$ cat src/hdl/lalg_pkg.sv
// Package for the load-adaptive level governor: widths, word layouts,
// register indexes, reset values and the CPU decision struct. No dependencies.
`timescale 1ns / 1ps

package lalg_pkg;

  localparam int LEVEL_BITS       = 10;
  localparam int COUNTER_BITS_DEF = 64;

  // Fixed field widths.
  localparam int LVL_W   = LEVEL_BITS;
  localparam int PCT_W   = 7;
  localparam int QUEUE_W = 16;
  localparam int CNT_W   = 63;

  // Input word layout, lowest bit first.
  localparam int QS_LSB     = 0;
  localparam int UTIL_LSB   = QS_LSB + QUEUE_W;
  localparam int ADV_BIT    = UTIL_LSB + PCT_W;
  localparam int UPQ_LSB    = ADV_BIT + 1;
  localparam int OK_BIT     = UPQ_LSB + QUEUE_W;
  localparam int TOT_LSB    = OK_BIT + 1;
  localparam int IDL_LSB    = TOT_LSB + CNT_W;
  localparam int APPLY_BIT  = IDL_LSB + CNT_W;
  localparam int IN_USED    = APPLY_BIT + 1;
  localparam int IN_W       = ((IN_USED + 7) / 8) * 8;

  // Output word layout, lowest bit first.
  localparam int OUT_USED = LVL_W + 4;
  localparam int OUT_W    = ((OUT_USED + 7) / 8) * 8;

  // Configuration port.
  localparam int CFG_ADDR_W = 3;
  localparam int CFG_DATA_W = 16;

  typedef enum logic [CFG_ADDR_W-1:0] {
    REG_ENABLE       = 3'd0,
    REG_MAX_LEVEL    = 3'd1,
    REG_MIN_LEVEL    = 3'd2,
    REG_QUEUE_THR    = 3'd3,
    REG_IO_BUSY_PCT  = 3'd4,
    REG_CPU_BUSY_PCT = 3'd5,
    REG_CLOUD_MODE   = 3'd6,
    REG_CLOUD_THR    = 3'd7
  } cfg_reg_t;

  // Register reset values.
  localparam logic               ENABLE_RST    = 1'b1;
  localparam logic [LVL_W-1:0]   MAX_LEVEL_RST = 10'd16;
  localparam logic [LVL_W-1:0]   MIN_LEVEL_RST = 10'd2;
  localparam logic [QUEUE_W-1:0] QUEUE_THR_RST = 16'd10;
  localparam logic [PCT_W-1:0]   IO_PCT_RST    = 7'd90;
  localparam logic [PCT_W-1:0]   CPU_PCT_RST   = 7'd90;
  localparam logic               CLOUD_RST     = 1'b0;
  localparam logic [QUEUE_W-1:0] CLOUD_THR_RST = 16'd100;

  localparam logic [PCT_W-1:0] PERCENT_SCALE = 7'd100;
  localparam int STEP_UP   = 1;
  localparam int STEP_DOWN = 2;

  // CPU decision handed from the checker unit to the top level.
  typedef struct packed {
    logic busy;     // decision for this tick, also the next held flag
    logic base_we;  // take this sample as the new baseline
  } cpu_dec_t;

endpackage

$ cat src/hdl/load_adaptive_level_governor.sv
// Load-adaptive level governor: one tick word in, one result word out.
// Channels: in_* carries a tick (queue depths, IO utilization, CPU counters,
// apply flag); out_* returns the committed level and this tick's decisions.
// cfg_* writes one of eight registers in a cycle with cfg_wr_en high; write
// only while no tick is in flight.
// A word accepted into the input register moves on to the result register
// when that register is empty or its word is taken, and is offered from there.
// Throughput: one word per cycle while the receiver keeps up. All work of a
// tick is one pass from the input register to the result register, and the
// level and CPU baseline it leaves are ready for the very next tick.
// Reset (rst_n low, synchronous) loads the register defaults, sets the level
// to 16 and clears the CPU baseline and held busy flags; no word is valid.
// When out_tready is low the result word holds, one more tick waits in the
// input register, and in_tready drops until the result is taken.
// Depends on lalg_pkg and lalg_cpu_check.
`timescale 1ns / 1ps

module load_adaptive_level_governor #(
  parameter int COUNTER_BITS = lalg_pkg::COUNTER_BITS_DEF
) (
  input  logic                            clk,
  input  logic                            rst_n,
  input  logic                            in_tvalid,
  output logic                            in_tready,
  // queue depth, io_util_percent, io_time_advanced, upload_queue_size,
  // cpu_sample_ok, cpu_total, cpu_idle, apply_ok
  input  logic [lalg_pkg::IN_W-1:0]       in_tdata,
  output logic                            out_tvalid,
  input  logic                            out_tready,
  // level, changed, queue_high, io_busy, cpu busy flag
  output logic [lalg_pkg::OUT_W-1:0]      out_tdata,
  input  logic                            cfg_wr_en,
  input  logic [lalg_pkg::CFG_ADDR_W-1:0] cfg_addr,
  input  logic [lalg_pkg::CFG_DATA_W-1:0] cfg_wdata
);
  import lalg_pkg::*;

  localparam int TW = LVL_W + 2;
  localparam logic signed [TW-1:0] UP_S   = TW'(STEP_UP);
  localparam logic signed [TW-1:0] DOWN_S = TW'(STEP_DOWN);

  // Configuration registers.
  logic               enable_r;
  logic [LVL_W-1:0]   max_level_r;
  logic [LVL_W-1:0]   min_level_r;
  logic [QUEUE_W-1:0] queue_thr_r;
  logic [PCT_W-1:0]   io_pct_r;
  logic [PCT_W-1:0]   cpu_pct_r;
  logic               cloud_mode_r;
  logic [QUEUE_W-1:0] cloud_thr_r;

  // Governor state.
  logic [LVL_W-1:0]        level_r, level_nxt;
  logic [COUNTER_BITS-1:0] base_total_r;
  logic [COUNTER_BITS-1:0] base_idle_r;
  logic                    base_valid_r;
  logic                    cpu_held_r;
  logic                    io_held_r, io_held_nxt;

  // Input and result registers.
  logic                    in_valid_r;
  logic [IN_W-1:0]         in_data_r;
  logic                    out_valid_r;
  logic [OUT_W-1:0]        out_data_r, out_data_nxt;
  logic                    fire;

  // Fields of the registered tick.
  logic [QUEUE_W-1:0]      f_queue;
  logic [PCT_W-1:0]        f_util;
  logic                    f_adv;
  logic [QUEUE_W-1:0]      f_upq;
  logic                    f_ok;
  logic [COUNTER_BITS-1:0] f_total;
  logic [COUNTER_BITS-1:0] f_idle;
  logic                    f_apply;

  logic                    queue_high;
  logic                    io_busy;
  logic                    commit;
  cpu_dec_t                cpu_dec;
  logic signed [TW-1:0]    lo, hi, t0, t1, t2, t3, t4;

  assign f_queue = in_data_r[QS_LSB +: QUEUE_W];
  assign f_util  = in_data_r[UTIL_LSB +: PCT_W];
  assign f_adv   = in_data_r[ADV_BIT];
  assign f_upq   = in_data_r[UPQ_LSB +: QUEUE_W];
  assign f_ok    = in_data_r[OK_BIT];
  assign f_total = COUNTER_BITS'(in_data_r[TOT_LSB +: CNT_W]);
  assign f_idle  = COUNTER_BITS'(in_data_r[IDL_LSB +: CNT_W]);
  assign f_apply = in_data_r[APPLY_BIT];

  assign fire       = in_valid_r && (!out_valid_r || out_tready);
  assign in_tready  = !in_valid_r || fire;
  assign out_tvalid = out_valid_r;
  assign out_tdata  = out_data_r;

  lalg_cpu_check #(
    .COUNTER_BITS (COUNTER_BITS)
  ) u_cpu (
    .sample_ok      (f_ok),
    .cur_total      (f_total),
    .cur_idle       (f_idle),
    .base_total     (base_total_r),
    .base_idle      (base_idle_r),
    .baseline_valid (base_valid_r),
    .busy_held      (cpu_held_r),
    .busy_pct       (cpu_pct_r),
    .dec            (cpu_dec)
  );

  // IO decision: cloud mode tests the upload queue and leaves the held flag.
  always_comb begin
    io_held_nxt = io_held_r;
    if (cloud_mode_r) begin
      io_busy = f_upq > cloud_thr_r;
    end else if (f_adv) begin
      io_busy     = f_util > io_pct_r;
      io_held_nxt = io_busy;
    end else begin
      io_busy = io_held_r;
    end
  end

  // Level steps in signed arithmetic; a zero minimum acts as one.
  always_comb begin
    lo = (min_level_r == '0) ? TW'(1) : TW'(min_level_r);
    hi = TW'(max_level_r);
    t0 = TW'(level_r);
    queue_high = f_queue > queue_thr_r;
    t1 = t0;
    if (queue_high) begin
      t1 = (t0 + UP_S < hi) ? t0 + UP_S : hi;
    end
    t2 = t1;
    if (io_busy) begin
      t2 = (t1 - DOWN_S > lo) ? t1 - DOWN_S : lo;
    end
    t3 = t2;
    if (cpu_dec.busy) begin
      t3 = (t2 - DOWN_S > lo) ? t2 - DOWN_S : lo;
    end
    // Clamp to the upper bound first so a reversed pair ends at the minimum.
    t4 = (t3 > hi) ? hi : t3;
    if (t4 < lo) begin
      t4 = lo;
    end
    commit    = (t4 != t0) && f_apply;
    level_nxt = commit ? LVL_W'(t4) : level_r;
  end

  always_comb begin
    out_data_nxt = '0;
    if (enable_r) begin
      out_data_nxt[LVL_W-1:0] = level_nxt;
      out_data_nxt[LVL_W]     = commit;
      out_data_nxt[LVL_W + 1] = queue_high;
      out_data_nxt[LVL_W + 2] = io_busy;
      out_data_nxt[LVL_W + 3] = cpu_dec.busy;
    end else begin
      out_data_nxt[LVL_W-1:0] = level_r;
    end
  end

  // Configuration writes.
  always_ff @(posedge clk) begin
    if (!rst_n) begin
      enable_r     <= ENABLE_RST;
      max_level_r  <= MAX_LEVEL_RST;
      min_level_r  <= MIN_LEVEL_RST;
      queue_thr_r  <= QUEUE_THR_RST;
      io_pct_r     <= IO_PCT_RST;
      cpu_pct_r    <= CPU_PCT_RST;
      cloud_mode_r <= CLOUD_RST;
      cloud_thr_r  <= CLOUD_THR_RST;
    end else if (cfg_wr_en) begin
      case (cfg_reg_t'(cfg_addr))
        REG_ENABLE:       enable_r     <= cfg_wdata[0];
        REG_MAX_LEVEL:    max_level_r  <= cfg_wdata[LVL_W-1:0];
        REG_MIN_LEVEL:    min_level_r  <= cfg_wdata[LVL_W-1:0];
        REG_QUEUE_THR:    queue_thr_r  <= cfg_wdata[QUEUE_W-1:0];
        REG_IO_BUSY_PCT:  io_pct_r     <= cfg_wdata[PCT_W-1:0];
        REG_CPU_BUSY_PCT: cpu_pct_r    <= cfg_wdata[PCT_W-1:0];
        REG_CLOUD_MODE:   cloud_mode_r <= cfg_wdata[0];
        REG_CLOUD_THR:    cloud_thr_r  <= cfg_wdata[QUEUE_W-1:0];
        default: ;
      endcase
    end
  end

  // Governor state, updated as each tick leaves the input register while enabled.
  always_ff @(posedge clk) begin
    if (!rst_n) begin
      level_r      <= MAX_LEVEL_RST;
      base_total_r <= '0;
      base_idle_r  <= '0;
      base_valid_r <= 1'b0;
      cpu_held_r   <= 1'b0;
      io_held_r    <= 1'b0;
    end else if (fire && enable_r) begin
      level_r    <= level_nxt;
      cpu_held_r <= cpu_dec.busy;
      io_held_r  <= io_held_nxt;
      if (cpu_dec.base_we) begin
        base_total_r <= f_total;
        base_idle_r  <= f_idle;
        base_valid_r <= 1'b1;
      end
    end
  end

  // Handshake control.
  always_ff @(posedge clk) begin
    if (!rst_n) begin
      in_valid_r  <= 1'b0;
      out_valid_r <= 1'b0;
    end else begin
      if (in_tready) begin
        in_valid_r <= in_tvalid;
      end
      if (fire) begin
        out_valid_r <= 1'b1;
      end else if (out_tready) begin
        out_valid_r <= 1'b0;
      end
    end
  end

  // Payload registers.
  always_ff @(posedge clk) begin
    if (in_tvalid && in_tready) begin
      in_data_r <= in_tdata;
    end
    if (fire) begin
      out_data_r <= out_data_nxt;
    end
  end

endmodule

$ cat src/hdl/lalg_cpu_check.sv
// CPU busy decision of the level governor: counter deltas against the stored
// baseline, checked for sanity and compared by cross-multiplication. Uses lalg_pkg.
`timescale 1ns / 1ps

module lalg_cpu_check #(
  parameter int COUNTER_BITS = lalg_pkg::COUNTER_BITS_DEF
) (
  input  logic                       sample_ok,
  input  logic [COUNTER_BITS-1:0]    cur_total,
  input  logic [COUNTER_BITS-1:0]    cur_idle,
  input  logic [COUNTER_BITS-1:0]    base_total,
  input  logic [COUNTER_BITS-1:0]    base_idle,
  input  logic                       baseline_valid,
  input  logic                       busy_held,
  input  logic [lalg_pkg::PCT_W-1:0] busy_pct,
  output lalg_pkg::cpu_dec_t         dec
);
  import lalg_pkg::*;

  localparam int PW = COUNTER_BITS + PCT_W;

  logic [COUNTER_BITS-1:0] d_total;
  logic [COUNTER_BITS-1:0] d_idle;
  logic                    bad_sample;
  logic [PW-1:0]           busy_scaled;
  logic [PW-1:0]           thr_scaled;

  assign d_total = cur_total - base_total;
  assign d_idle  = cur_idle - base_idle;

  // A sample is rejected when total did not advance or idle went backward
  // or grew faster than total.
  assign bad_sample = (cur_total <= base_total) || (cur_idle < base_idle) ||
                      (d_idle > d_total);

  // Busy delta * 100 against busy_pct * total delta, exact in PW bits.
  assign busy_scaled = PW'(d_total - d_idle) * PW'(PERCENT_SCALE);
  assign thr_scaled  = PW'(d_total) * PW'(busy_pct);

  always_comb begin
    if (!sample_ok) begin
      dec.busy    = busy_held;
      dec.base_we = 1'b0;
    end else if (!baseline_valid) begin
      dec.busy    = 1'b0;
      dec.base_we = 1'b1;
    end else if (bad_sample) begin
      dec.busy    = busy_held;
      dec.base_we = 1'b0;
    end else begin
      dec.busy    = busy_scaled > thr_scaled;
      dec.base_we = 1'b1;
    end
  end

endmodule

$ cat config.mk
export PLATFORM = sky130hd
export DESIGN_NAME = load_adaptive_level_governor
export DESIGN_NICKNAME = d
export VERILOG_FILES = /design/src/hdl/lalg_pkg.sv /design/src/hdl/load_adaptive_level_governor.sv /design/src/hdl/lalg_cpu_check.sv
export SDC_FILE = /design/constraint.sdc
export NUM_CORES = 2
export LEC_CHECK = 0
export ABC_AREA = 1
export BUFFER_PORTS_ARGS = -buffer_cell sky130_fd_sc_hd__buf_2
export CAP_MARGIN = 10
export CORE_UTILIZATION = 57
export DETAILED_ROUTE_END_ITERATION = 6
export HOLD_SLACK_MARGIN = 0.02
export PLACE_DENSITY = 0.72
export SKIP_LAST_GASP = 1
export SLEW_MARGIN = 10
export SYNTH_ARGS = -nofsm -noshare
export SYNTH_HDL_FRONTEND = slang
export SYNTH_SLANG_ARGS = --single-unit
$ cat constraint.sdc
create_clock -name clk -period 19.25 [get_ports clk]
set_input_delay 0.9625 -clock clk [delete_from_list [all_inputs] [get_ports clk]]
set_output_delay 0.9625 -clock clk [all_outputs]
set_load 0.02 [all_outputs]
======== After elaboration in Yosys (flattened, before gate mapping) ========
Index checks and enable logic that the tools add are counted.
word-level totals
  register bits after elaboration ......... 391
  input bits .............................. 192
  word-level logic and storage cells ...... 89
cells by class
  add/sub/neg operators ................... 6
  multiply operators ...................... 2
  $lt $le $gt $ge ......................... 12
  equality and inequality tests ........... 8
  multiplexer cells ....................... 18
  bitwise gates (word level) .............. 1
  reduce and logical (&&, ||, !) cells .... 23
operators by type and width
  cell                   number
  $sub 63x63->64         2
  $mux 12                6
  $gt 71x71->1           1
  $mul 64x7->71          1
  $mul 71x5->69 const B  1
  $sub 64x64->65         1
  $gt 64x64->1           1
  $le 63x63->1           1
  $lt 63x63->1           1
  $gt 12x11->1           3
  $gt 16x16->1           2
  $mux 10                3
  $lt 12x11->1           2
  $sub 12x3->12 const B  2
  $mux 11                2
  $reduce_and 2->1       10
  $eq 3x3->1 const B     4
  $ne 12x11->1           1
  $add 10x1->11 const B  1
  $logic_not 10->1       1
  $gt 7x7->1             1
  $eq 3x2->1 const B     2
  $mux 2                 3
  $logic_and 1x1->1      4
  other kinds (7)        14

======== Longest topological paths before layout ========
  depth in word-level cells ............... 20
  gate-level depth with buffers ........... 106
  mapped depth without buffers ............ 103

======== Hierarchy ========
A second synthesis with hierarchy kept.
second synthesis, totals
  cells, all modules ...................... 7678
  area, all modules ....................... 53933.0 µm²
by module, submodules not included
  module                        instances  cells an instance  area an instance (µm²)
  lalg_cpu_check                1          5784               36691.4
  load_adaptive_level_governor  1          1894               17241.5

======== Worst setup path before layout ========
Ideal clock, no wire load.
  path kind ............................... register to register
  start ................................... register in_data_r[43]
  end ..................................... register out_data_r[9] (netlist: out_tdata[9]) (data pin)
  library setup time ...................... 0.256 ns
  arrival ................................. 13.729 ns
  required time ........................... 18.994 ns
  setup slack ............................. 5.266 ns
  cell stages (with the launch flop) ...... 90
  path buffers ............................ 5
  period minus slack after synthesis ...... 13.984 ns
  cells stage by stage .................... edfxtp_1 > ha_1 > nand2_1 > o21bai_1 > xor2_1 > ha_1 > a21oi_1 > nand2_1 > a21oi_1 > o21bai_1 > a21oi_1 > o21ai_1 > a21boi_0 > o21ai_1 > nand2_1 > o21ai_1 > nand2_1 > nand3b_1 > (+54 left out) > a21oi_1 > o31ai_1 > a21oi_1 > o21a_1 > ha_1 > clkbuf_1 > inv_1 > buf_2 > nand3_1 > nand3_1 > nand2_1 > nor2_1 > nand2_1 > nor2_2 > nand2_4 > nand3_4 > buf_6 > o21ai_2
between the ends
  word-level cells in the longest chain between the ends .. 16
RTL lines
  element                 RTL line                             RTL
  from (decl)             load_adaptive_level_governor.sv:62   logic [IN_W-1:0] in_data_r;
  from (signal assigned)  load_adaptive_level_governor.sv:231  in_data_r <= in_tdata;
  $sub 63x63->64          lalg_cpu_check.sv:28                 assign d_total = cur_total - base_total;
  $sub 64x64->65          lalg_cpu_check.sv:37                 assign busy_scaled = PW'(d_total - d_idle) * PW'(PERCENT_SCALE);
  $mul 71x5->69           lalg_cpu_check.sv:37
  $gt 71x71->1            lalg_cpu_check.sv:51                 dec.busy = busy_scaled > thr_scaled;
  $mux 2 *                lalg_cpu_check.sv:47                 end else if (bad_sample) begin
  $mux 2 *                lalg_cpu_check.sv:44                 end else if (!baseline_valid) begin
  $mux 2 *                lalg_cpu_check.sv:41                 if (!sample_ok) begin
  $mux 12 *               load_adaptive_level_governor.sv:139  if (cpu_dec.busy) begin
  $gt 12x11->1            load_adaptive_level_governor.sv:143  t4 = (t3 > hi) ? hi : t3;
  $mux 12 *               load_adaptive_level_governor.sv:143
  $lt 12x11->1            load_adaptive_level_governor.sv:144  if (t4 < lo) begin
  $mux 12 *               load_adaptive_level_governor.sv:144
  $ne 12x11->1            load_adaptive_level_governor.sv:147  commit = (t4 != t0) && f_apply;
  $logic_and 1x1->1       load_adaptive_level_governor.sv:147
  $mux 10 *               load_adaptive_level_governor.sv:148  level_nxt = commit ? LVL_W'(t4) : level_r;
  $mux 10 *               load_adaptive_level_governor.sv:153  if (enable_r) begin
  net out_data_nxt[9]     load_adaptive_level_governor.sv:64   logic [OUT_W-1:0] out_data_r, out_data_nxt;
  to (signal assigned)    load_adaptive_level_governor.sv:234  out_data_r <= out_data_nxt;
  to (decl)               load_adaptive_level_governor.sv:64
The timed path passes the listed nets; every way through them passes the cells marked *.
A chain may end at the register's enable or synchronous reset.

======== Worst setup path in the final report ========
  start ................................... register in_data_r[43]
  end ..................................... register out_data_r[3] (netlist: out_tdata[3]) (data pin)
The elaborated chain is that of the path after synthesis.

==> impl_metrics.csv <==
group,metric,value,unit
drt,postRouteAntennaNets,0,
run,maxCapViolCount,0,
die,rows,108,
global_routing,grt_max_degree,101,
clock_network,clk_pin_slew,60,ps
die,die_h,300,um
setup_path,worstSetupPathType,"flip-flop to flip-flop",
sta,drv_slew,0,
logic_synthesis,synth_area_leaders,"ha_1, fa_1, nand2_1",
clock_network,post_cts_buffers,0,
drt,drc,0,
logic_synthesis,synth.cell_area,0.0505,sq mm
global_routing,grt_pass1_wl,234,mm
finish,layout-drive-gt1-share,6.39,%
clock_network,cts_tree,"built",
global_routing,track_usage,32.8,%
global_routing,antenna_found_initial,13,
sta,fin_crit_sh,92.1,%
drt,vias,45400,
clock_network,cts_buffers,38,
setup_path,path_common_cell,"nand2_1",
status,outcome,"finished, final reports clean",
finish,area_growth,6.96,%
drt,viasPerCell,5.52,
sta,worst_pin_slew,1130,ps
drt,wl_per_cell,18.0,um
die,die_x,300,um
sta,finalHoldViolCount,0,
finish,nFillCells,8131,
logic_synthesis,ys_types,68,
logic_synthesis,synth_top_area_share,15.5,%
die,die_area,0.0899,sq mm
global_routing,grt_pass1_vias,44300,
placed_design,gp_congestion,0.976,
drt,drt_pass1_iterations,5,
global_routing,grt.overflow.total,0,
sta,setup_viol,0,
clock_network,cts_sinks,391,
setup_path,worstPathMaxFanout,19,
logic_synthesis,synth_seq_cells,391,
logic_synthesis,synth_cells,6889,
logic_synthesis,ys_seq_area_share,19.1,%
sta,finClkSkew,30.4,ps
setup_path,startpoint_type,"flip-flop",
setup_path,slowest_stage,"xor2_1",
die,start_util,57.9,%
sta,slew_headroom,24.2,%
clock_network,clk_path_buf_depth,3,
drt,drtIter0Drc,3437,
drt,routed_wl,148,mm
die,pin_count,210,
setup_path,critPathCaptureType,"flip-flop",
sta,rsz0062_at_grt,"false",
logic_synthesis,synth-edff-count,182,
sta,period_minus_slack,17740,ps
die,coreArea,0.0873,sq mm
clock_network,htreeDepth,2,
sta,fmax,0.0564,GHz
logic_synthesis,yosys_most_used_dff,"dfxtp_1",
setup_path,cpPeakStageDelay,770,ps
placed_design,hpwl,123,mm
setup_path,worstPathRequired,19560,ps
setup_path,crit_arrival,18050,ps
sta,finalSetupTns,0,ps
logic_synthesis,synthArstFlopShare,0,%
clock_network,cts_resized,0,
worst_hold_path,hp-class,"flip-flop to flip-flop",
clock_network,root_buffer,"clkbuf_16",
logic_synthesis,yosys_warnings,0,
clock_network,holdBufCountCts,0,
logic_synthesis,syn_area_per_cell,7.34,sq um
finish,fin_nets,8235,
placed_design,io_buffers,207,
clock_network,insertion_delay,590,ps
logic_synthesis,synth_area_leader_cell,"ha_1",
## metrics by stage
| step | cell area, sq um | setup slack [ps] | std cells | utilization, % | hold slack [ps] |
|---|---|---|---|---|---|
| 4_1_cts | 54000 | 1100 | 8224 | 61.9 | 463 |
| 6_report | 54100 | 1510 | 8226 | 61.9 | 457 |
| 3_5_place_dp | 52700 | 1220 | 8155 | 60.4 | 453 |
| 3_3_place_gp | 52700 | 1490 | 8155 | 60.4 | 445 |
| 2_1_floorplan | 50500 | 5270 | 6891 | - | 435 |
| 5_1_grt | 54000 | 47.0 | 8224 | 61.9 | 477 |
## cell families (layout without fill, tap and decap cells)
kind of cell | Yosys count | in the layout | synth area share (%)
flops | 391 | 391 | 19.1
simple gates | 2424 | 2424 | 20.1
mux | 1 | 1 | 0.0223
fa+ha+maj | 1003 | 1003 | 30.4
other cells | 1 | 5 | 0.00742
xor+xnor | 305 | 305 | 5.29
compound gates | 1240 | 1240 | 13.6
buf+inv | 1524 | 1702 | 11.5
## area by class of cell
cell class / instances / area, sq um / area share, %
clock buffers: 48 / 1050 / 1.94
well taps: 1155 / 1450 / 2.67
inverters: 1390 / 5230 / 9.67
diodes: 2 / 5.00 / 0.00926
repair buffers: 243 / 1310 / 2.42
multi-input cells: 4976 / 35100 / 65.0
clock inverters: 21 / 243 / 0.449
flip-flops and latches: 391 / 9650 / 17.9
## cells in the mapped netlist, types with 8 or more instances
cell and n:
nand2_1 1535, inv_1 1379, ha_1 627, a21oi_1 619, nor2_1 458, fa_1 376
o21ai_0 326, dfxtp_1 209, nand3_1 186, edfxtp_1 182, xor2_1 174, xnor2_1 131
clkbuf_1 113, nand4_1 79, a31oi_1 61, o211ai_1 41, nand2_2 38, nor3_1 34
o21ai_1 27, or2_2 25, o21a_1 21, a21boi_0 19, o21bai_1 17, nand3_2 16
a211oi_1 14, a21o_1 13, o221ai_1 13, nor2_2 12, o21ai_2 12, o31ai_1 11
a21boi_1 10, buf_2 9, nor4_1 9, inv_2 8, nand3b_1 8
## flip-flops by register name (all words and copies together), names as in the netlist
name / count
cpu_held_r: 1
cloud_thr_r: 16
enable_r: 1
queue_thr_r: 16
max_level_r: 10
base_valid_r: 1
cloud_mode_r: 1
in_valid_r: 1
min_level_r: 10
io_pct_r: 7
out_tdata: 14
out_tvalid: 1
in_data_r: 168
base_idle_r: 63
level_r: 10
cpu_pct_r: 7
base_total_r: 63
io_held_r: 1
## worst paths after layout
check / start / to / slack (ps) / cells after the start
worst max-delay path: in_data_r[43]$_DFFE_PP_ / out_tdata[3]$_DFFE_PP_ / 1510 / 89
worst min-delay path: cloud_thr_r[14]$_SDFFE_PN0P_ / cloud_thr_r[14]$_SDFFE_PN0P_ / 460 / 2
worst max register to register: in_data_r[43]$_DFFE_PP_ / out_tdata[3]$_DFFE_PP_ / 1510 / 89
worst min register to register: cloud_thr_r[14]$_SDFFE_PN0P_ / cloud_thr_r[14]$_SDFFE_PN0P_ / 460 / 2
## layout by cell type (no fill, tap or decap), drive strengths merged, types with 11 or more instances in the layout
master  count
fa        376
nand4      80
buf       243
nor3       35
ha        627
o31ai      11
a21oi     622
nor2      477
o211ai     41
a31oi      61
edfxtp    182
a21o       13
or2        25
nand2    1581
xor2      174
o21a       21
inv      1392
a21boi     29
a211oi     14
o21ai     365
xnor2     131
o21bai     18
o221ai     13
clkinv     14
clkbuf     48
dfxtp     209
nand3     206
## critical path, delay by kind of cell (launching register included)
family | cells | cell delay [ps]
DFF | 1 | 410
buffers and inverters | 12 | 1620
adders and majority gates | 10 | 3450
and+or+nand+nor | 35 | 4510
xor gates and xnor gates | 3 | 1280
AOI/OAI and AO/OA | 29 | 6150
## metal layers
layer / global-route usage, % / vias to the layer above / part of all wire [%] / wire length [um]
met2: 52.5 / 1620 / 44 / 64900
li1: - / 22300 / - / -
met1: 45.5 / 21200 / 45 / 66400
met4: 9.10 / 24 / 2.9 / 4290
met5: 0 / - / 0.11 / 164
met3: 5.86 / 241 / 8.3 / 12200
Power is left out: the tool's default activity adds up to more than one toggle a clock period on the data nets, which glitch-free logic cannot reach.
